### src/next_fit_coalescing_allocator_macros.svh
`ifndef NEXT_FIT_COALESCING_ALLOCATOR_MACROS_SVH
`define NEXT_FIT_COALESCING_ALLOCATOR_MACROS_SVH

// same-cycle implication
`define NFCA_AST_IMP(lbl, ante, cons, msg) \
	lbl: assert property (@(posedge clk) disable iff (!arst_n) (ante) |-> (cons)) else $error(msg);

// next-cycle implication
`define NFCA_AST_NXT(lbl, ante, cons, msg) \
	lbl: assert property (@(posedge clk) disable iff (!arst_n) (ante) |=> (cons)) else $error(msg);

`endif

### src/nfca_mem.sv
module nfca_mem #(
	parameter int DEPTH = 64,
	parameter int IW    = 6,
	parameter int AW    = 24,
	parameter int SW    = 25
) (
	input  logic          clk,
	input  logic          we,
	input  logic [IW-1:0] waddr,
	input  logic [AW-1:0] wstart,
	input  logic [SW-1:0] wsize,
	input  logic [IW-1:0] raddr,
	output logic [AW-1:0] rstart,
	output logic [SW-1:0] rsize
);

	logic [AW-1:0] start_mem [DEPTH];
	logic [SW-1:0] size_mem  [DEPTH];

	always_ff @(posedge clk) begin
		if (we) begin
			start_mem[waddr] <= wstart;
			size_mem[waddr]  <= wsize;
		end
		rstart <= start_mem[raddr];
		rsize  <= size_mem[raddr];
	end

endmodule

### config.mk
export PLATFORM = sky130hd
export DESIGN_NAME = nfca_mem
export DESIGN_NICKNAME = d
export VERILOG_FILES = /design/src/next_fit_coalescing_allocator_macros.svh /design/src/nfca_mem.sv
export SDC_FILE = /design/constraint.sdc
export NUM_CORES = 2
export LEC_CHECK = 0
export BUFFER_PORTS_ARGS = -buffer_cell sky130_fd_sc_hd__clkbuf_2
export CAP_MARGIN = 20
export CORE_UTILIZATION = 40
export DETAILED_ROUTE_END_ITERATION = 12
export PLACE_DENSITY = 0.52
export SLEW_MARGIN = 20
export SYNTH_ARGS = -nofsm -noshare
export SYNTH_HDL_FRONTEND = slang
export SYNTH_SLANG_ARGS = --single-unit
### constraint.sdc
create_clock -name clk -period 5.6 [get_ports clk]
set_input_delay 1.68 -clock clk [delete_from_list [all_inputs] [get_ports clk]]
set_output_delay 1.68 -clock clk [all_outputs]
set_load 0.02 [all_outputs]
==> impl_results.md <==
- Outcome: finished clean
- CP endpoint kind: register
- Static leakage: 42.8 nW
- Post-synth EDFFs: 3136
- Slew Limit Fails: 0
- Yosys top cell area share: 78.7%
- Main combinational cell family by area after synthesis: multiplexers
- Synth top cells by count: edfxtp_1 (3136), mux4_2 (762), clkbuf_1 (134), nor2_1 (134), o22ai_1 (118)
- Clock sink count: 3185
- Mean Syn Cell Area: 23.5 um^2
- Hold_ws: 0.831 ns
- XOR/XNOR Fraction of Synth Area: 0%
- Crit path max-delay cell type: buf_2
- CTS tree: yes
- CTS Root Cell: clkbuf_16
- Core ar.: 0.297 mm^2
- Post-route ant nets: 0
- Cell Chain, Critical Path: buf_2, buf_4, nor2b_2, buf_4, a22o_1, a221oi_1, a211oi_1
- Iteration-0 DRC Markers: 5738
- Post-Syn Nets: 5158
- Mux share of post-synthesis cell area: 15.1%
- DR vias/cell: 5.83
- Initial core utilization: 40.3%
- IO Pins: 112
- Site Rows: 200
- Residual DRC: 0
- Skew final: 0.0637 ns
- CP Class: input pin to register
- Post_cts resized: 0
- Initial antenna violation count: 25
- Synth warn: 0
- Post-Syn Instances: 5095
- CP delay by family, top: buffers and inverters
- RSZ-0062 raised after global routing: no
- Min-delay worst type: register to register
- # hold bufs at CTS: 0
- Mapped Area: 0.120 mm^2
- Port buffer count: 111
- Dominant cells by area after synthesis: edfxtp_1 (79%), mux4_2 (14%), dfxtp_1 (0.82%)
- Adder-cell share of the synthesized area: 0%
- Asr flop ratio synth: 0%
- WP buf/inv: 3
- GRT Resource Usage Total: 21.9%
- TritonRoute pass-1 iters: 5
- Worst endpoint data arrival time: 4.68 ns
- Synth cell types: 34
- Vias in the first global route: 58624
- CTS Buffer Depth: 4
- Top-count cell post-synth: edfxtp_1
- DRT Wirelength: 331 mm
- Post-CTS Setup Bufs: 0
- Slew margin rel.: 29.0%
- Area growth, synth to finish: 15.0%
- Top FF cell, synth: edfxtp_1
- GP Congestion: 0.764
- Worst Path Max Fanout: 26
- Max Cap Viol: 0
- Peak VDD IR: 0.292 mV
- First-pass GRT wire length: 462 mm
- HPWL Detailed: 186 mm
- Slew @ Worst Pin: 1.06 ns
- Critical Path RT: 6.37 ns
- Tmin final: 3.91 ns
- Share of layout cells above drive strength 1: 30.1%
- Wire per inst: 33.9 um
- Area leader, netlist: edfxtp_1
- Most used cell, CP: buf_4
- Final hold vios: 0
- Die Width: 549 um
- Setup-failing EPs final: 0
- #FFs+latches synth: 3185
- GRT overflow: 0
- Simple-gate share of the synthesized area: 0.973%
- H-Tree Depth: 5
- Setup crit start kind: input pin
- CTS buffer count: 335
- Largest net degree at the start of global routing: 71
- Synth Area in Compound Gates: 3.07%
- Net count, final: 5608
- Seq/Total Area, Yosys: 79.5%
- Max incr delay on CP: 0.71 ns
- Vias: 56910
- FMAX: 0.256 GHz
- Skew-Pair Late Insertion Delay: 0.92 ns
- Clock slew at reported path FFs: 0.06 ns
- DIE AREA: 0.301 mm^2
- Period utilization: 69.9%
- Die height: 549 um
- Setup TNS: 0 ns
- PD cells: 366 mW/mm^2
==> stage by stage <==
| step | instance area, um^2 | power, mW | worst slack (ns) | utilization, % | instances |
|---|---|---|---|---|---|
| after floorplan | 120000 | 28.3 | 0.581 | - | 5095 |
| after global placement | 127000 | 29.5 | 0.827 | 42.7 | 9145 |
| after detailed placement | 127000 | 29.5 | 0.803 | 42.8 | 9147 |
| after CTS | 138000 | 50.9 | 1.80 | 46.3 | 9756 |
| after global routing | 138000 | 51.9 | 1.67 | 46.3 | 9761 |
| final | 138000 | 50.4 | 1.69 | 46.3 | 9763 |
==> per-layer routing <==
layer / GRT usage [%] / vias up / part of all wire (%)
met1: 30.7 / 31461 / 42
met2: 36.2 / 2042 / 49
li1: - / 22975 / -
met4: 5.56 / 2 / 2.3
met5: 0 / - / 0.0051
met3: 3.10 / 430 / 6.0
==> area by class of cell <==
class | instances | area (um^2)
fillers | 24619 | 160000
flip-flops and latches | 3185 | 95200
multi-input cells | 1616 | 23500
clock buffers | 444 | 9080
well taps | 3939 | 4930
repair buffers | 407 | 3560
clock inverters | 165 | 1460
diodes | 7 | 17.5
==> worst paths after layout <==
path,from,end,slack [ns],depth (start not counted)
worst max-delay path,raddr[3],rstart[12],1.69,7
worst min-delay path,start_mem[58][16],rstart[16],0.83,4
worst max register to register,size_mem[27][8],rsize[8],3.30,5
worst min register to register,start_mem[58][16],rstart[16],0.83,4
==> tightest hold or removal path, cell delays in order (launching register included) <==
cell and delay [ns]:
edfxtp_1 0.32, mux2i_1 0.06, nand2_1 0.06, a311oi_1 0.16
a211oi_1 0.20
==> power by group <==
group / switching [mW] / internal, mW / leakage [nW]
combinational: 1.54 / 0.884 / 8.99
clock: 9.24 / 12.2 / 5.16
sequential: 0.124 / 26.4 / 28.6
total: 10.9 / 39.5 / 42.8
==> kinds of logic after synthesis <==
family,after synthesis
flip-flops,3185
buffers and inverters,294
AO/OA/AOI/OAI,500
AND/OR/NAND/NOR,262
multiplexers,854
==> sequential cells by signal (all words and copies together), names as in the netlist <==
name	flops
size_mem	1600
rstart	24
rsize	25
start_mem	1536
==> cell usage in the layout (no fill, tap or decap), drive strengths merged, types with 6 or more instances in the layout <==
cell type / instances
edfxtp: 3136
mux4: 762
clkbuf: 537
buf: 314
nor2: 134
clkinv: 128
o22ai: 118
a221oi: 79
a22oi: 74
mux2i: 72
a21oi: 71
nand2: 58
a22o: 56
dfxtp: 49
a211oi: 45
nor2b: 31
o221ai: 25
a311oi: 20
mux2: 20
bufinv: 17
inv: 15
a31o: 10
nand3: 8
nand2b: 8
diode: 7
nand3b: 6
Note: power is estimated with default switching activity, not from simulation.
