$ cat config.mk
export PLATFORM = sky130hd
export DESIGN_NAME = nfca_alu
export DESIGN_NICKNAME = d
export VERILOG_FILES = /design/src/next_fit_coalescing_allocator_macros.svh /design/src/nfca_pkg.sv /design/src/nfca_alu.sv
export SDC_FILE = /design/constraint.sdc
export NUM_CORES = 1
export LEC_CHECK = 0
export ABC_AREA = 1
export BUFFER_PORTS_ARGS = -buffer_cell sky130_fd_sc_hd__buf_2
export CAP_MARGIN = 20
export CORE_MARGIN = 3
export CORE_UTILIZATION = 32
export DETAILED_ROUTE_END_ITERATION = 16
export GPL_TIMING_DRIVEN = 0
export PLACE_DENSITY = 0.59
export SKIP_LAST_GASP = 1
export SLEW_MARGIN = 10
export SYNTH_ARGS = -nofsm -noshare
export SYNTH_HDL_FRONTEND = slang
export SYNTH_SLANG_ARGS = --single-unit
$ cat constraint.sdc
create_clock -name vclk -period 7.1
set_clock_uncertainty 0.2 [all_clocks]
set_input_delay 0.71 -clock vclk [all_inputs]
set_output_delay 0.71 -clock vclk [all_outputs]
set_load 0.03 [all_outputs]
$ cat src/next_fit_coalescing_allocator_macros.svh
`ifndef NEXT_FIT_COALESCING_ALLOCATOR_MACROS_SVH
`define NEXT_FIT_COALESCING_ALLOCATOR_MACROS_SVH

// same-cycle implication
`define NFCA_AST_IMP(lbl, ante, cons, msg) \
	lbl: assert property (@(posedge clk) disable iff (!arst_n) (ante) |-> (cons)) else $error(msg);

// next-cycle implication
`define NFCA_AST_NXT(lbl, ante, cons, msg) \
	lbl: assert property (@(posedge clk) disable iff (!arst_n) (ante) |=> (cons)) else $error(msg);

`endif

$ cat src/nfca_pkg.sv
package nfca_pkg;

	localparam int FREE_ENTRIES_DEF   = 64;
	localparam int UNIT_ADDR_BITS_DEF = 24;
	localparam int REQ_W              = 28;
	// units needed for a request: bytes / 16 rounded up, plus header
	localparam int N_W                = REQ_W - 3;

	typedef enum logic [1:0] {
		ST_OK        = 2'd0,
		ST_EXHAUSTED = 2'd1,
		ST_TBL_FULL  = 2'd2,
		ST_ZERO      = 2'd3
	} status_t;

	typedef enum logic {
		FUNC_ALLOC = 1'b0,
		FUNC_FREE  = 1'b1
	} func_t;

	typedef enum logic {
		CFG_HEAP_START = 1'b0,
		CFG_HEAP_END   = 1'b1
	} cfg_idx_t;

	typedef enum logic {
		ALU_ADD = 1'b0,
		ALU_SUB = 1'b1
	} alu_op_t;

	typedef struct packed {
		logic eq;   // result equals compare operand
		logic ge;   // result at or above compare operand
		logic neg;  // subtraction borrowed
	} alu_flags_t;

endpackage

$ cat src/nfca_alu.sv
module nfca_alu #(
	parameter int DW = 27
) (
	input  nfca_pkg::alu_op_t    op,
	input  logic [DW-1:0]        a,
	input  logic [DW-1:0]        b,
	input  logic [DW-1:0]        c,
	output logic [DW-1:0]        res,
	output nfca_pkg::alu_flags_t flags
);

	always_comb begin
		if (op == nfca_pkg::ALU_SUB) begin
			res = a - b;
		end else begin
			res = a + b;
		end
		flags.eq  = (res == c);
		flags.ge  = (res >= c);
		flags.neg = res[DW-1];
	end

endmodule

==> results of run 1 <==
==> critical path: stages <==
cell and delay [ps]:
buf_2 120, inv_1 70, ha_1 190, nand2_1 90, nor2_1 90, nand4_1 200
nor2_1 150, nand2_1 80, nand2_1 110, xor2_1 180, ha_1 310, a21oi_1 290
o21ai_0 200, inv_1 80, nand2_1 90, a21oi_1 180, nand2_1 70, nand2_1 60
nand2_1 70, ha_1 270, nand2_1 60, nor2_1 210, nand2_1 110, nor3_1 240
and3_1 210, nand2_1 60, nand3_1 80, buf_2 200
==> power breakdown <==
group	switching, mW	internal, mW	total (mW)
Sequential	0	0	0
Clock	0	0	0
Combinational	0.400	0.201	0.601
Total	0.400	0.201	0.601
==> cell type report <==
type	instances	area (µm²)	share of cell area
Buffer	4	22.52	0.005678
Multi-Input combinational cell	479	2816	0.7101
Inverter	108	405.4	0.1022
Timing Repair Buffer	111	555.5	0.1401
Tap cell	133	166.4	0.04196
==> final timing paths <==
path | from | to | slack, ps
max | b[0] | flags[1] | 1400
min | b[0] | res[0] | 1700
==> metal layers <==
metal | vias up | global-route usage | wire length [µm]
li1 | 2141 | - | -
met1 | 1654 | 0.2493 | 5015
met2 | 119 | 0.3067 | 4577
met3 | 6 | 0.008429 | 600
met4 | 0 | 0.01370 | 59
met5 | - | 0 | 0
==> cell families after synthesis <==
family,Yosys count
fa+ha+maj,55
xor+xnor,39
buf+inv,112
compound gates,78
simple gates,307
==> synthesized netlist by cell type <==
library cell and count:
nand2_2 6, clkbuf_2 1, nor3_1 6, o21a_1 2
buf_4 1, nand2_1 154, xnor2_1 6, a31oi_1 1
o21ai_1 6, nand3b_1 2, o21ai_2 1, nor2_1 66
and2_1 1, a21boi_2 1, nor2_4 1, nand3_1 36
nand3_2 2, and3_1 1, nand4_1 20, nor3_2 3
o211ai_1 3, fa_1 1, a21oi_1 38, ha_1 54
xor2_1 33, inv_1 106, o21bai_1 3, o21ai_0 19
buf_2 2, a21oi_2 3, nor4_1 2, nor2_2 7
inv_2 2, a21o_1 1
==> cells in the final DEF, fill, tap and decap left out, drive strengths merged <==
cell and instances:
o21bai 3, nor2 74, nand3 38, clkbuf 1, buf 114, o21ai 26
nor3 9, and2 1, and3 1, a31oi 1, nand4 20, nand3b 2
a21boi 1, fa 1, a21o 1, xor2 33, inv 108, o211ai 3
o21a 2, ha 54, nor4 2, a21oi 41, nand2 160, xnor2 6
==> out/metrics.cfg, run 1 <==
[layout]
regArea_um2=0
nFlopsAndLatches=0
fill_cells=1174
final_util=0.4039
num_antenna_cells=0
stdcell_area_um2=3966
fin_cells=835
syn2layout_area_growth_pct=22.25
drive_gt1_frac=0.2009
clock_buffers=0
nets=841

[floorplanning]
die_width_um=106.7
initial_core_util=0.3304
die_h_um=106.7
fp-row-count=36
io_pins=112
dieArea_um2=11380
core-area_um2=9819

[synth]
avgSynthCellArea_um2=5.490
synth_fp_nets=728
syn_inst=591
ys_top_cells_by_area=ha_1, nand2_1, inv_1
netlist_area_um2=3244
ys_seq_area_frac=0
synth.lib_cells_used.distinct=34
synthXorXnorAreaFrac=0.1053
synth-simple-area-share=0.4142
yosys.area.top_type=ha_1
synth.top_cell.area_share=0.2083
synthMuxAreaShare=0
synth_warnings=0
synth-compound-area-share=0.1342
synth_fa_ha_area_frac=0.2144
synth_top_family_by_area=simple AND/OR/NAND/NOR gates

[sta]
hold_violations=0
worstMarginPinSlew_ps=460.5
period_share=0.8032
rsz0062_at_grt=false
fmax_mhz=175.4
max_slew_margin=0.6897
fin_ws_ps=1397
final_max_slew_viol_count=0
fin_setup_tns_ps=0
hold_ws_ps=1696
finalCriticalPeriod_ps=5703
finalSetupViolCount=0

[global_route]
antenna_found_initial=0
grt-ovfl-total=0
grt_pass1_vias=3708
grt_max_degree=11
grt_pass1_wl_um=16900
grt_usage=0.1758

[place]
dpl.cell_count=835
port_buffers=111
place_congestion=0.9656
placed_area_um2=3966
dpl_worst_slack_ps=1409
dp_hpwl_um=9448

[setup_path]
cp.required_ps=6190
cp-start-kind=input pin
cp_data_arrival_time_ps=4790
cp_max_fo=4
critPathKind=in -> out
endpoint_kind=output pin

[drt]
via_count=3920
first_pass_iters=5
wire_per_inst_um=12.28
drt-initial-drc-count=215
drc=0
postRouteAntennaNets=0
routed_wirelength_um=10250
viasPerCell=4.695

[clock_tree]
postCtsHoldBufs=0
ctsResizeCount=0
cts_setup_buffers=0

[outcome]
status=complete, no violations

[hold_path]
hold_path_depth=4
min-delay-path-class=in -> out

[job]
maxCapViolCount=0

[power]
power_mw=0.6012
p_leak_nw=2.333
peakVddDrop_mv=0.07145
power.density_nw_per_um2=151.6

Power figures use the tool's default switching activity.
==> run 2, diff against run 1 <==
PLACE_DENSITY = 0.61   (was 0.59)
clock period = 4.98 ns   (was 7.1 ns; I/O delays follow)
==> out/metrics.cfg, run 2 (synthesis gave the netlist of run 1 again) <==
[layout]
drive_gt1_frac=0.2975
nets=855
most-common-layout-cells=nand2_1, buf_2, inv_1, nor2_1, ha_1
mostFrequentLayoutCell=nand2_1
multiInputGateArea_um2=3129
fill_cells=1112
clock_buffers=0
num_antenna_cells=0
syn2layout_area_growth_pct=35.90
regArea_um2=0
fin_cells=849
nFlopsAndLatches=0
final_util=0.4490

[floorplanning]
die_width_um=106.7
io_pins=112
initial_core_util=0.3304
fp-row-count=36
core-area_um2=9819
dieArea_um2=11380
die_h_um=106.7

[place]
dpl.cell_count=835
place_congestion=0.9751
dp_hpwl_um=9448
port_buffers=111

[power]
power.density_nw_per_um2=218.3
p_leak_nw=2.449
p_int_mw=0.3384
power_frac_clock=0
comb_power_share=1.000
power_mw=0.9625
peakVddDrop_mv=0.08947
seqPwrFrac=0
swShare=0.6484
p_switching_mw=0.6242

[sta]
finalCriticalPeriod_ps=4783
max_slew_margin=0.6647
hold_ws_ps=1268
period_share=0.9604
final_max_slew_viol_count=0
finalSetupViolCount=0
hold_violations=0
fmax_mhz=209.1
worstMarginPinSlew_ps=497.7

[setup_path]
critPathMaxStageDelay_ps=400
endpoint=flags[1]
cp.required_ps=4280
cp-start-kind=input pin
cp_data_arrival_time_ps=4080
startpoint=b[0]
critPathKind=in -> out
endpoint_kind=output pin
cpMaxStageDelayCell=ha_1
cp_max_fo=5

[drt]
first_pass_iters=4
routed_wirelength_um=10980
via_count=4052
viasPerCell=4.773
postRouteAntennaNets=0
drt-initial-drc-count=206
drc=0
wire_per_inst_um=12.93

[job]
maxCapViolCount=0

[global_route]
grt_max_degree=11
grt_pass1_vias=3861
antenna_found_initial=0
grt_usage=0.1799
grt_pass1_wl_um=17320
grt-ovfl-total=0

[hold_path]
hold_path_depth=4
min-delay-path-class=in -> out

[outcome]
status=complete, no violations

[clock_tree]
postCtsHoldBufs=0

run 2: per-stage QoR:
stage | worst slack, ps | cell area [µm²] | setup TNS, ps
after floorplan | 465.5 | 3244 | 0
after global routing | -97.00 | 4409 | -164.4
final | 197.2 | 4409 | 0
after CTS | 19.24 | 4035 | 0
after detailed placement | -341.8 | 3966 | -341.8
after global placement | -268.2 | 3966 | -268.2
run 2: worst max-delay path: cells and delay by family:
family | cells | cell delay (ps)
buf+inv | 6 | 600
fa+ha+maj | 3 | 810
xor+xnor | 1 | 130
simple gates | 18 | 1890
compound gates | 1 | 150
run 2: worst min-delay path by stage:
stage	from	slack, ps	endpoint
2_1_floorplan	b[0]	1040	res[0]
3_3_place_gp	b[0]	1260	res[0]
3_5_place_dp	b[0]	1270	res[0]
4_1_cts	b[0]	1280	res[0]
5_1_grt	b[0]	1330	res[0]
6_report	b[0]	1270	res[0]
run 2: area by class of cell:
type	count	area share
multi-input cells	479	0.7097
repair buffers	125	0.1549
inverters	108	0.09194
well taps	133	0.03774
plain buffers	4	0.005675
run 2: per-layer routing:
metal | global-route usage | wire (µm) | vias to the layer above
met1 | 0.2523 | 5155 | 1753
met4 | 0.04475 | 189 | 0
met5 | 0 | 0 | -
li1 | - | - | 2160
met3 | 0.009633 | 554 | 18
met2 | 0.3013 | 5081 | 121
run 2: timing repair:
item,4_1_cts,5_1_grt
setup buffers,5,9
pin swaps,4,23
resized for setup,7,74
cloned,0,0
endpoints found under the setup margin,1,2
run 2: power by group through the flow:
stage,clock (mW),sequential [mW],combinational (mW)
final,0,0,0.963
after global routing,0,0,1.07
after CTS,0,0,0.874
after detailed placement,0,0,0.857
after global placement,0,0,0.850
after floorplan,0,0,0.617
